`config.mk`:
```
export PLATFORM = sky130hd
export DESIGN_NAME = delayed_message_timer_table
export DESIGN_NICKNAME = d
export VERILOG_FILES = /design/src/rtl/core/dmtt_pkg.sv /design/src/rtl/core/dmtt_cell.sv /design/src/rtl/core/delayed_message_timer_table.sv
export VERILOG_INCLUDE_DIRS = /design/src /design/src/rtl/core
export SDC_FILE = /design/constraint.sdc
export NUM_CORES = 1
export LEC_CHECK = 0
export ABC_AREA = 1
export BUFFER_PORTS_ARGS = -buffer_cell sky130_fd_sc_hd__buf_2
export CORE_ASPECT_RATIO = 0.5
export CORE_MARGIN = 2
export CORE_UTILIZATION = 35
export CTS_CLUSTER_DIAMETER = 80
export DETAILED_ROUTE_END_ITERATION = 6
export SYNTH_ARGS = -nofsm -noshare
export SYNTH_HDL_FRONTEND = slang
export SYNTH_HIERARCHICAL = 1
export SYNTH_SLANG_ARGS = --single-unit
export TNS_END_PERCENT = 100
```
`constraint.sdc`:
```
create_clock -name i_clk -period 9 [get_ports i_clk]
set_input_delay 2.7 -clock i_clk [delete_from_list [all_inputs] [get_ports i_clk]]
set_output_delay 2.7 -clock i_clk [all_outputs]
set_load 0.1 [all_outputs]
```
`src/rtl/core/delayed_message_timer_table_macros.svh`:
```
// Assertion helpers for the timer table RTL.
`ifndef DELAYED_MESSAGE_TIMER_TABLE_MACROS_SVH
`define DELAYED_MESSAGE_TIMER_TABLE_MACROS_SVH

// Same-cycle implication, masked while reset is held.
`define DMTT_ASSERT_IMP(label, clk, rst_n, ante, cons, msg) \
    label: assert property (@(posedge clk) disable iff (!(rst_n)) (ante) |-> (cons)) \
        else $error(msg);

// Next-cycle implication, masked while reset is held.
`define DMTT_ASSERT_NXT(label, clk, rst_n, ante, cons, msg) \
    label: assert property (@(posedge clk) disable iff (!(rst_n)) (ante) |=> (cons)) \
        else $error(msg);

`endif

```
`src/rtl/core/dmtt_pkg.sv`:
```
package dmtt_pkg;

    // Fixed field widths of the request and result ports
    localparam int DELAY_W   = 16;
    localparam int MSG_W     = 8;
    localparam int CNT_OUT_W = 5;

    // Parameter defaults and limits
    localparam int SLOTS_DEF      = 16;
    localparam int SLOTS_MAX      = 64;
    localparam int COUNT_BITS_DEF = 16;
    localparam int ID_BITS_DEF    = 8;

    // Width of the running busy count carried along the chain
    localparam int CNT_W = $clog2(SLOTS_MAX + 1);

    typedef enum logic [1:0] {
        MODE_TICK   = 2'd0,
        MODE_SCHED  = 2'd1,
        MODE_CANCEL = 2'd2,
        MODE_QUERY  = 2'd3
    } t_mode;

    // Packet handed from one cell to the next
    typedef struct packed {
        logic             tok;    // packet is live at this cell
        logic             want;   // schedule still looking for a free slot
        logic             found;  // a busy slot upstream holds the id
        logic [CNT_W-1:0] cnt;    // busy slots upstream, after this request
    } t_wave;

endpackage

```
`src/rtl/core/dmtt_cell.sv`:
```
module dmtt_cell #(
    parameter int COUNT_BITS = dmtt_pkg::COUNT_BITS_DEF,
    parameter int ID_BITS    = dmtt_pkg::ID_BITS_DEF
) (
    input  logic                  i_clk,
    input  logic                  i_rst_n,
    input  dmtt_pkg::t_mode       i_mode,
    input  logic [ID_BITS-1:0]    i_id,
    input  logic [COUNT_BITS-1:0] i_delay,
    input  logic                  i_core,
    input  dmtt_pkg::t_wave       i_wave,
    output dmtt_pkg::t_wave       o_wave,
    input  logic                  i_fire_clr,
    output logic                  o_fire,
    output logic [ID_BITS-1:0]    o_id,
    output logic                  o_core
);
    import dmtt_pkg::*;

    logic                  r_busy;
    logic                  r_fire;
    logic [COUNT_BITS-1:0] r_rem;
    logic [ID_BITS-1:0]    r_id;
    logic                  r_core;
    logic                  r_tok;
    logic                  r_want;
    logic                  r_found;
    logic [CNT_W-1:0]      r_cnt;

    logic n_busy;
    logic w_match;
    logic w_expire;
    logic w_claim;

    assign w_match  = r_busy && (r_id == i_id);
    assign w_expire = r_busy && (r_rem == COUNT_BITS'(1));
    assign w_claim  = i_wave.want && !r_busy;

    // Work out the slot's busy flag once the packet has passed
    always_comb begin
        n_busy = r_busy;
        if (i_wave.tok) begin
            unique case (i_mode)
                MODE_TICK:   n_busy = r_busy && !w_expire;
                MODE_SCHED:  n_busy = r_busy || i_wave.want;
                MODE_CANCEL: n_busy = r_busy && !w_match;
                MODE_QUERY:  n_busy = r_busy;
                default:     n_busy = r_busy;
            endcase
        end
    end

    // Hold slot control state and pass the packet on
    always_ff @(posedge i_clk) begin
        if (!i_rst_n) begin
            r_busy <= 1'b0;
            r_fire <= 1'b0;
            r_tok  <= 1'b0;
        end else begin
            r_busy <= n_busy;
            r_tok  <= i_wave.tok;
            if (i_wave.tok && (i_mode == MODE_TICK) && w_expire) begin
                r_fire <= 1'b1;
            end else if (i_fire_clr) begin
                r_fire <= 1'b0;
            end
        end
    end

    // Advance the packet payload and the slot contents
    always_ff @(posedge i_clk) begin
        r_want  <= i_wave.want && r_busy;
        r_found <= i_wave.found || w_match;
        r_cnt   <= i_wave.cnt + CNT_W'(n_busy);
        if (i_wave.tok) begin
            if ((i_mode == MODE_SCHED) && w_claim) begin
                r_rem  <= i_delay;
                r_id   <= i_id;
                r_core <= i_core;
            end else if ((i_mode == MODE_TICK) && r_busy) begin
                r_rem <= r_rem - COUNT_BITS'(1);
            end
        end
    end

    assign o_wave = '{tok: r_tok, want: r_want, found: r_found, cnt: r_cnt};
    assign o_fire = r_fire;
    assign o_id   = r_id;
    assign o_core = r_core;

endmodule

```
`src/rtl/core/delayed_message_timer_table.sv`:
```
// One-shot delayed-message timer table. Each request (tick, schedule, cancel or
// query) is carried by a packet that walks the row of SLOTS slot cells, one cell
// per cycle; each cell acts on the request as the packet passes and adds its busy
// flag to the running count. Once the packet leaves the last cell, the request gives
// one result, or one per expired slot for a tick (up to SLOTS results for a tick that
// expires every slot); each result waits in the output register until it is taken.
// A new request is taken once the previous request's last result is in the output
// register; that result may still wait to be taken. Schedule delays of zero are
// raised to one tick and delays wider than the counter saturate. There is no
// clearing pass after reset: only the slot flags (busy, fire, token) are cleared.
module delayed_message_timer_table #(
    parameter int SLOTS      = dmtt_pkg::SLOTS_DEF,
    parameter int COUNT_BITS = dmtt_pkg::COUNT_BITS_DEF,
    parameter int ID_BITS    = dmtt_pkg::ID_BITS_DEF
) (
    input  logic                             i_clk,
    input  logic                             i_rst_n,
    input  logic                             i_valid,
    output logic                             o_ready,
    input  logic [1:0]                       i_mode,
    input  logic [dmtt_pkg::MSG_W-1:0]       i_msg_id,
    input  logic [dmtt_pkg::DELAY_W-1:0]     i_delay_ticks,
    input  logic                             i_target_core,
    output logic                             o_valid,
    input  logic                             i_ready,
    output logic                             o_fired,
    output logic [dmtt_pkg::MSG_W-1:0]       o_fired_id,
    output logic                             o_fired_core,
    output logic                             o_status,
    output logic                             o_found,
    output logic [dmtt_pkg::CNT_OUT_W-1:0]   o_pending_count,
    output logic                             o_last
);
    import dmtt_pkg::*;

    localparam int WB = (COUNT_BITS > DELAY_W) ? COUNT_BITS : DELAY_W;
    localparam logic [WB-1:0] CMAX = WB'({COUNT_BITS{1'b1}});

    typedef enum logic [1:0] {
        ST_IDLE,
        ST_WAVE,
        ST_EMIT
    } t_state;

    t_state                r_state;
    t_mode                 r_mode;
    logic [ID_BITS-1:0]    r_id;
    logic [COUNT_BITS-1:0] r_delay;
    logic                  r_core;
    logic                  r_inj_tok;
    logic [CNT_W-1:0]      r_count;
    logic                  r_status;
    logic                  r_found;
    logic                  r_ovalid;
    logic                  r_fired;
    logic [MSG_W-1:0]      r_fired_id;
    logic                  r_fired_core;
    logic                  r_ostatus;
    logic                  r_ofound;
    logic [CNT_OUT_W-1:0]  r_ocount;
    logic                  r_last;

    t_wave                 w_wave [SLOTS+1];
    logic [SLOTS:0]        w_toks;
    logic [SLOTS-1:0]      w_fire;
    logic [SLOTS-1:0]      w_pick;
    logic [SLOTS-1:0]      w_rest;
    logic [SLOTS-1:0]      w_fire_clr;
    logic [ID_BITS-1:0]    w_cell_id [SLOTS];
    logic [SLOTS-1:0]      w_cell_core;
    logic [ID_BITS-1:0]    w_sel_id;
    logic                  w_sel_core;
    logic                  w_any;
    logic                  w_load;
    logic [WB-1:0]         w_delay_ext;
    logic [WB-1:0]         w_sat;

    // Raise a zero delay to one tick and clip to the counter range
    assign w_delay_ext = WB'(i_delay_ticks);
    always_comb begin
        w_sat = (w_delay_ext > CMAX) ? CMAX : w_delay_ext;
        if (w_sat == '0) begin
            w_sat = WB'(1);
        end
    end

    // Inject the request packet at the head of the row
    assign w_wave[0] = '{tok: r_inj_tok, want: (r_mode == MODE_SCHED), found: 1'b0,
                         cnt: '0};

    // Row of slot cells
    for (genvar g = 0; g < SLOTS; g++) begin : g_cell
        dmtt_cell #(
            .COUNT_BITS(COUNT_BITS),
            .ID_BITS   (ID_BITS)
        ) u_cell (
            .i_clk     (i_clk),
            .i_rst_n   (i_rst_n),
            .i_mode    (r_mode),
            .i_id      (r_id),
            .i_delay   (r_delay),
            .i_core    (r_core),
            .i_wave    (w_wave[g]),
            .o_wave    (w_wave[g+1]),
            .i_fire_clr(w_fire_clr[g]),
            .o_fire    (w_fire[g]),
            .o_id      (w_cell_id[g]),
            .o_core    (w_cell_core[g])
        );
    end

    for (genvar t = 0; t <= SLOTS; t++) begin : g_tok
        assign w_toks[t] = w_wave[t].tok;
    end

    // Pick the lowest expired slot and the ones still left after it
    assign w_pick = w_fire & (~w_fire + SLOTS'(1));
    assign w_rest = w_fire & ~w_pick;
    assign w_any  = (r_mode == MODE_TICK) && (w_fire != '0);

    always_comb begin
        w_sel_id   = '0;
        w_sel_core = 1'b0;
        for (int i = 0; i < SLOTS; i++) begin
            if (w_pick[i]) begin
                w_sel_id   = w_sel_id | w_cell_id[i];
                w_sel_core = w_sel_core | w_cell_core[i];
            end
        end
    end

    assign w_load     = (r_state == ST_EMIT) && (!r_ovalid || i_ready);
    assign w_fire_clr = (w_load && w_any) ? w_pick : '0;

    // Sequence the request and hold the result register
    always_ff @(posedge i_clk) begin
        if (!i_rst_n) begin
            r_state   <= ST_IDLE;
            r_inj_tok <= 1'b0;
            r_ovalid  <= 1'b0;
        end else begin
            r_inj_tok <= 1'b0;
            if (w_load) begin
                r_ovalid <= 1'b1;
            end else if (i_ready) begin
                r_ovalid <= 1'b0;
            end
            unique case (r_state)
                ST_IDLE: begin
                    if (i_valid) begin
                        r_inj_tok <= 1'b1;
                        r_state   <= ST_WAVE;
                    end
                end
                ST_WAVE: begin
                    if (w_wave[SLOTS].tok) begin
                        r_state <= ST_EMIT;
                    end
                end
                ST_EMIT: begin
                    if (w_load && (!w_any || (w_rest == '0))) begin
                        r_state <= ST_IDLE;
                    end
                end
                default: r_state <= ST_IDLE;
            endcase
        end
    end

    // Latch request fields, the chain's summary and result payload
    always_ff @(posedge i_clk) begin
        if ((r_state == ST_IDLE) && i_valid) begin
            r_mode  <= t_mode'(i_mode);
            r_id    <= ID_BITS'(i_msg_id);
            r_delay <= COUNT_BITS'(w_sat);
            r_core  <= i_target_core;
        end
        if ((r_state == ST_WAVE) && w_wave[SLOTS].tok) begin
            r_count  <= w_wave[SLOTS].cnt;
            r_status <= w_wave[SLOTS].want;
            r_found  <= w_wave[SLOTS].found;
        end
        if (w_load) begin
            r_fired      <= w_any;
            r_fired_id   <= MSG_W'(w_sel_id);
            r_fired_core <= w_sel_core;
            r_ostatus    <= (r_mode == MODE_SCHED) && r_status;
            r_ofound     <= (r_mode == MODE_QUERY) && r_found;
            r_ocount     <= CNT_OUT_W'(r_count);
            r_last       <= !w_any || (w_rest == '0);
        end
    end

    assign o_ready         = (r_state == ST_IDLE);
    assign o_valid         = r_ovalid;
    assign o_fired         = r_fired;
    assign o_fired_id      = r_fired_id;
    assign o_fired_core    = r_fired_core;
    assign o_status        = r_ostatus;
    assign o_found         = r_ofound;
    assign o_pending_count = r_ocount;
    assign o_last          = r_last;

`include "delayed_message_timer_table_macros.svh"

    `DMTT_ASSERT_IMP(a_one_packet, i_clk, i_rst_n, 1'b1, $onehot0(w_toks), "two packets in the row")
    `DMTT_ASSERT_IMP(a_accept_empty, i_clk, i_rst_n, i_valid && o_ready, w_toks == '0, "request taken while row busy")
    `DMTT_ASSERT_IMP(a_tail_in_wave, i_clk, i_rst_n, w_wave[SLOTS].tok, r_state == ST_WAVE, "packet left row outside walk")
    `DMTT_ASSERT_NXT(a_fire_drop, i_clk, i_rst_n, w_fire_clr != '0, (w_fire & $past(w_pick)) == '0, "delivered slot still flagged")

endmodule

```
# Yosys cells after proc, flatten, opt, wreduce, memory -nomap -nowiden
# Index checks and enable logic that the tools add are counted.
dict set report word_totals {
  register_bits 609
  output_inout_bits 20
}
dict set report classes {
  addsub 32
  order_cmp 1
  eq_ne 40
  mux 137
  bitwise_logic 34
  reduce_logical 323
}
# cell n
set ops {}
lappend ops {{16-bit 2-to-1 mux} 34}
lappend ops {{16-bit by 1-bit equality test with 1-bit output, second input constant} 16}
lappend ops {{16-bit by 1-bit subtractor with 16-bit output, second input constant} 16}
lappend ops {{1-bit logical AND} 168}
lappend ops {{8-bit equality test} 16}
lappend ops {{8-bit 2-to-1 mux} 16}
lappend ops {{8-bit bitwise OR} 15}
lappend ops {{1-bit 2-to-1 mux} 67}
lappend ops {{2-bit AND reduction} 33}
lappend ops {{2-bit nonzero test} 33}
lappend ops {{5-bit by 1-bit adder with 5-bit output} 13}
lappend ops {{1-bit case mux with 4 select lines} 16}
lappend ops {{1-bit zero test} 50}
lappend ops {{1-bit logical OR} 33}
lappend ops {{16-bit bitwise AND} 2}
lappend ops {{16-bit zero test} 2}
lappend ops {{16-bit NOT} 2}
lappend ops {{16-bit by 1-bit adder with 16-bit output, second input constant} 1}
lappend ops {{16-bit > comparator, second input constant} 1}
lappend ops {{16-bit nonzero test} 1}
lappend ops {{1-bit bitwise OR} 15}
lappend ops {{2-bit equality test, second input constant} 3}
lappend ops {{2-bit 2-to-1 mux} 3}
lappend ops {{2-bit case mux with 3 select lines} 1}
lappend ops {{7 further kinds} 10}

# Longest topological paths before layout
dict set report depth {
  word_depth 34
  mapped_depth 15
}

# Hierarchy
# The synthesis kept the hierarchy.
# mod n_inst cells_each area_per_inst_um2 seq_area_each_um2
set by_module_without_submodules {}
lappend by_module_without_submodules {{dmtt_cell (g_cell[10].u_cell ...)} 9 225 1950.6 991.0}
lappend by_module_without_submodules {{dmtt_cell (g_cell[4].u_cell ...)} 5 219 1904.3 991.0}
lappend by_module_without_submodules {delayed_message_timer_table 1 437 3392.0 1641.6}
lappend by_module_without_submodules {{dmtt_cell (g_cell[9].u_cell)} 1 227 1980.6 991.0}
lappend by_module_without_submodules {{dmtt_cell (g_cell[0].u_cell)} 1 227 1978.1 991.0}

# Least setup slack after synthesis
# OpenSTA, ideal clock, no wires.
dict set report synth_timing {
  path_type {input-to-reg}
  startpoint {input port i_ready}
  endpoint {register g_cell[12].u_cell.r_fire}
  arrival_ps 4195
  slack_ps 4694
  path_stages 8
  n_path_buf 1
  path_cell_list {nor2_1 -> nor2_1 -> nand2_4 -> buf_6 -> nor2_1 -> o22ai_1 -> inv_1 -> nor2_1}
}
dict set report synth_between {
  elab_chain_len 5
}
# item line_no
set synth_lines {}
lappend synth_lines {{start, declared} delayed_message_timer_table.sv:25} ;# input logic i_ready,
lappend synth_lines {{1-bit logical OR} delayed_message_timer_table.sv:132} ;# assign w_load = (r_state == ST_EMIT) && (!r_ovalid || i_ready);
lappend synth_lines {{1-bit logical AND} delayed_message_timer_table.sv:132}
lappend synth_lines {{via w_load} delayed_message_timer_table.sv:74} ;# logic w_load;
lappend synth_lines {{1-bit logical AND} delayed_message_timer_table.sv:133} ;# assign w_fire_clr = (w_load && w_any) ? w_pick : '0;
lappend synth_lines {{16-bit 2-to-1 mux} delayed_message_timer_table.sv:133}
lappend synth_lines {{via w_fire_clr[12]} delayed_message_timer_table.sv:68} ;# logic [SLOTS-1:0] w_fire_clr;
lappend synth_lines {{2-bit nonzero test (no line)} -}
lappend synth_lines {{end signal, assigned} dmtt_cell.sv:57} ;# r_fire <= 1'b0;
lappend synth_lines {{end signal, assigned} dmtt_cell.sv:63} ;# r_fire <= 1'b1;
lappend synth_lines {{end signal, assigned} dmtt_cell.sv:65} ;# r_fire <= 1'b0;
lappend synth_lines {{end, declared} dmtt_cell.sv:21} ;# logic r_fire;
# The timed path passes the listed nets, and every way through them passes these cells.
# A chain may end at the register's enable or synchronous reset.

# Worst setup path after layout
dict set report layout_timing {
  startpoint {register r_state[0]}
  endpoint {output port o_ready}
}
dict set report layout_between {
  elab_chain_len 1
}
# item line_no
set layout_lines {}
lappend layout_lines {{start, declared} delayed_message_timer_table.sv:45} ;# t_state r_state;
lappend layout_lines {{start signal, assigned} delayed_message_timer_table.sv:138} ;# r_state <= ST_IDLE;
lappend layout_lines {{start signal, assigned} delayed_message_timer_table.sv:152} ;# r_state <= ST_WAVE;
lappend layout_lines {{start signal, assigned} delayed_message_timer_table.sv:157} ;# r_state <= ST_EMIT;
lappend layout_lines {{2-bit zero test} delayed_message_timer_table.sv:194} ;# assign o_ready = (r_state == ST_IDLE);
lappend layout_lines {{end, declared} delayed_message_timer_table.sv:19} ;# output logic o_ready,
# Every way passes these cells.

==> run metrics <==
sequential cell area 0.0169 mm2; clock share of power 45.2%; Power Density 163 mW/mm2; Top-Level Pins 51; Tcrit/Tclk final 47.1%; HP Start g_cell[9].u_cell/r_found$_DFF_P_; maximum vdd ir drop around 0.00012 V; Synth Warn # 6; Worst setup SP type flip-flop; H-tree depth 2; Hold EP g_cell[10].u_cell/r_found$_DFF_P_; FMAX roughly 0.24 GHz; post-CTS sizing 0; post-DR vias/cell 4.78; Crit. End Element output pin; DRT Pass-1 Iters 5; Mapped Cells 3898; Hold Buf Count CTS 0; initial antenna violation count 0; Required @ worst endpoint about 6300 ps; TritonCTS Buffers 61; WL/cell 15.8 um; multi-input logic area about 0.013 mm2; remaining global-route overflow 0; clock skew ~22 ps; Worst-Margin Slew 1000 ps; endpoints failing setup 0; WS Path Type reg2out; maximum clock path buffer count 3; cell internal pwr 4.68 mW; Max Cap Violations 0; status finished clean; CTS tree built; share of layout cells above drive strength 1 11.4%; vias in the first global route around 24000; unrepaired setup endpoints after global routing false; R2R Path End g_cell[0].u_cell/o_core$_DFFE_PP_; CTS sink count between 600 and 700; setup_tns 0 ps; Worst-path clk slew 70 ps; Max FO, Critical Path 4; area delta synth->final 10.8%; Final Max Slew Viols 0; final hold violation count 0; worst relative slew slack 33.1%; placed cell areas 0.0348 mm2; final hold slack 404 ps; worst r2r src r_mode[0]$_DFFE_PP_; static leakage 15.2 nW; Site Rows 79; R2R cell count 8; Clock Latency Late Sink 640 ps; Port Buffers 50; Worst Setup SP r_state[0]$_SDFFE_PN0P_; share of power burned in registers roughly 51%; Diodes inserted 0; Final Routed Wirelength 82900 um; DRC viols 0; Final HPWL DP approximately 57000 um; Total Routing Usage GR 16.8%; Mean Syn Cell Area 8.54 um2; Net Switching ~1.3 mW; Data arrival, critical path 1540 ps; fin nets 4043; core box area ~0.094 mm2; synthesized cell area 0.0333 mm2; die area 0.0978 mm2; Routed Antenna Nets 0; overall die width 440 um; RD Place Congestion between 0.8 and 0.9; initial core utilization 35.6%; fill count around 9200; worst reg-to-reg setup slack ~5700 ps; Vias about 25000; CTS root buffer clkbuf_16; first-pass GRT wire length 132000 um; Die Y 222 um; initial detailed-routing violation count 1891; min cycle time layout 4240 ps; type of the most critical hold path reg2reg; setup bufs post-CTS 0; switching fraction of total power 21.9%; design area about 0.037 mm2; hold path depth 2; Logic pwr share 3.4%; largest net degree at the start of global routing 61
cells in the final DEF, fill, tap and decap left out, drive strengths merged:
| cell type | instances |
|---|---|
| a211oi | 4 |
| a21oi | 76 |
| a221oi | 6 |
| a22o | 3 |
| a31oi | 51 |
| a41o | 1 |
| buf | 94 |
| bufinv | 6 |
| clkbuf | 87 |
| clkinv | 19 |
| clkinvlp | 1 |
| conb | 10 |
| dfxtp | 164 |
| edfxtp | 452 |
| ha | 64 |
| inv | 650 |
| nand2 | 946 |
| nand3 | 236 |
| nand3b | 1 |
| nand4 | 23 |
| nor2 | 546 |
| nor3 | 28 |
| nor3b | 1 |
| nor4 | 8 |
| o211ai | 5 |
| o21ai | 199 |
| o21bai | 8 |
| o22a | 5 |
| o22ai | 40 |
| o31ai | 17 |
| or2 | 19 |
| xnor2 | 62 |
| xor2 | 169 |
layer usage:
layer	global-route usage (%)	part of all wire [%]	up-vias
met3	2.07	4.9	128
met4	4.28	2.2	0
met5	0	0	-
met1	22.2	45	11853
met2	29.1	48	550
li1	-	-	12580
registers in the layout, summed over array words and instances, names as in the netlist, 16 cells and up:
signal,flops
g_cell.u_cell/o_fire,16
g_cell.u_cell/r_found,16
r_delay,16
g_cell.u_cell/o_id,128
g_cell.u_cell/r_busy,16
g_cell.u_cell/r_rem,256
g_cell.u_cell/o_core,16
g_cell.u_cell/r_want,16
g_cell.u_cell/r_cnt,80
g_cell.u_cell/r_tok,16
per-stage QoR:
stage          cells  util, %  setup slack [ps]  power [mW]
6_report        5256     39.4              4760        6.00
5_1_grt         5256     39.4              4680        6.20
4_1_cts         5256     39.4              4720        6.07
3_5_place_dp    5140     37.1              4400        3.35
3_3_place_gp    5140     37.1              4520        3.34
2_1_floorplan   3907        -              4690        3.25
worst max-delay path, stage by stage (launching register included):
cell and delay, ps:
dfxtp_1 330, nor2_1 120, buf_2 440
power groups by stage:
stage	registers, mW	logic [mW]	clock network, mW
after floorplan	3.17	0.0847	0
after global placement	3.14	0.202	0
after detailed placement	3.14	0.206	0
after CTS	3.08	0.207	2.78
after global routing	3.08	0.226	2.90
final	3.08	0.206	2.71
worst max path at each step:
stage / end / slack, ps / cells after the start
floorplan: g_cell[12].u_cell/o_fire$_SDFFE_PN0P_ / 4690 / 8
global placement: g_cell[2].u_cell/o_fire$_SDFFE_PN0P_ / 4520 / 8
detailed placement: g_cell[2].u_cell/o_fire$_SDFFE_PN0P_ / 4400 / 8
CTS: o_ready / 4720 / 2
global route: o_ready / 4680 / 2
finish: o_ready / 4760 / 2
cell type report:
| type | count | share of cell area (%) |
|---|---|---|
| clock buffer | 87 | 4.89 |
| clock inverter | 29 | 0.912 |
| inverter | 647 | 6.58 |
| multi-input combinational | 2528 | 36.1 |
| sequential | 616 | 45.7 |
| tap | 1255 | 4.25 |
| timing repair buffer | 94 | 1.57 |
Power figures use the tool's default switching activity.
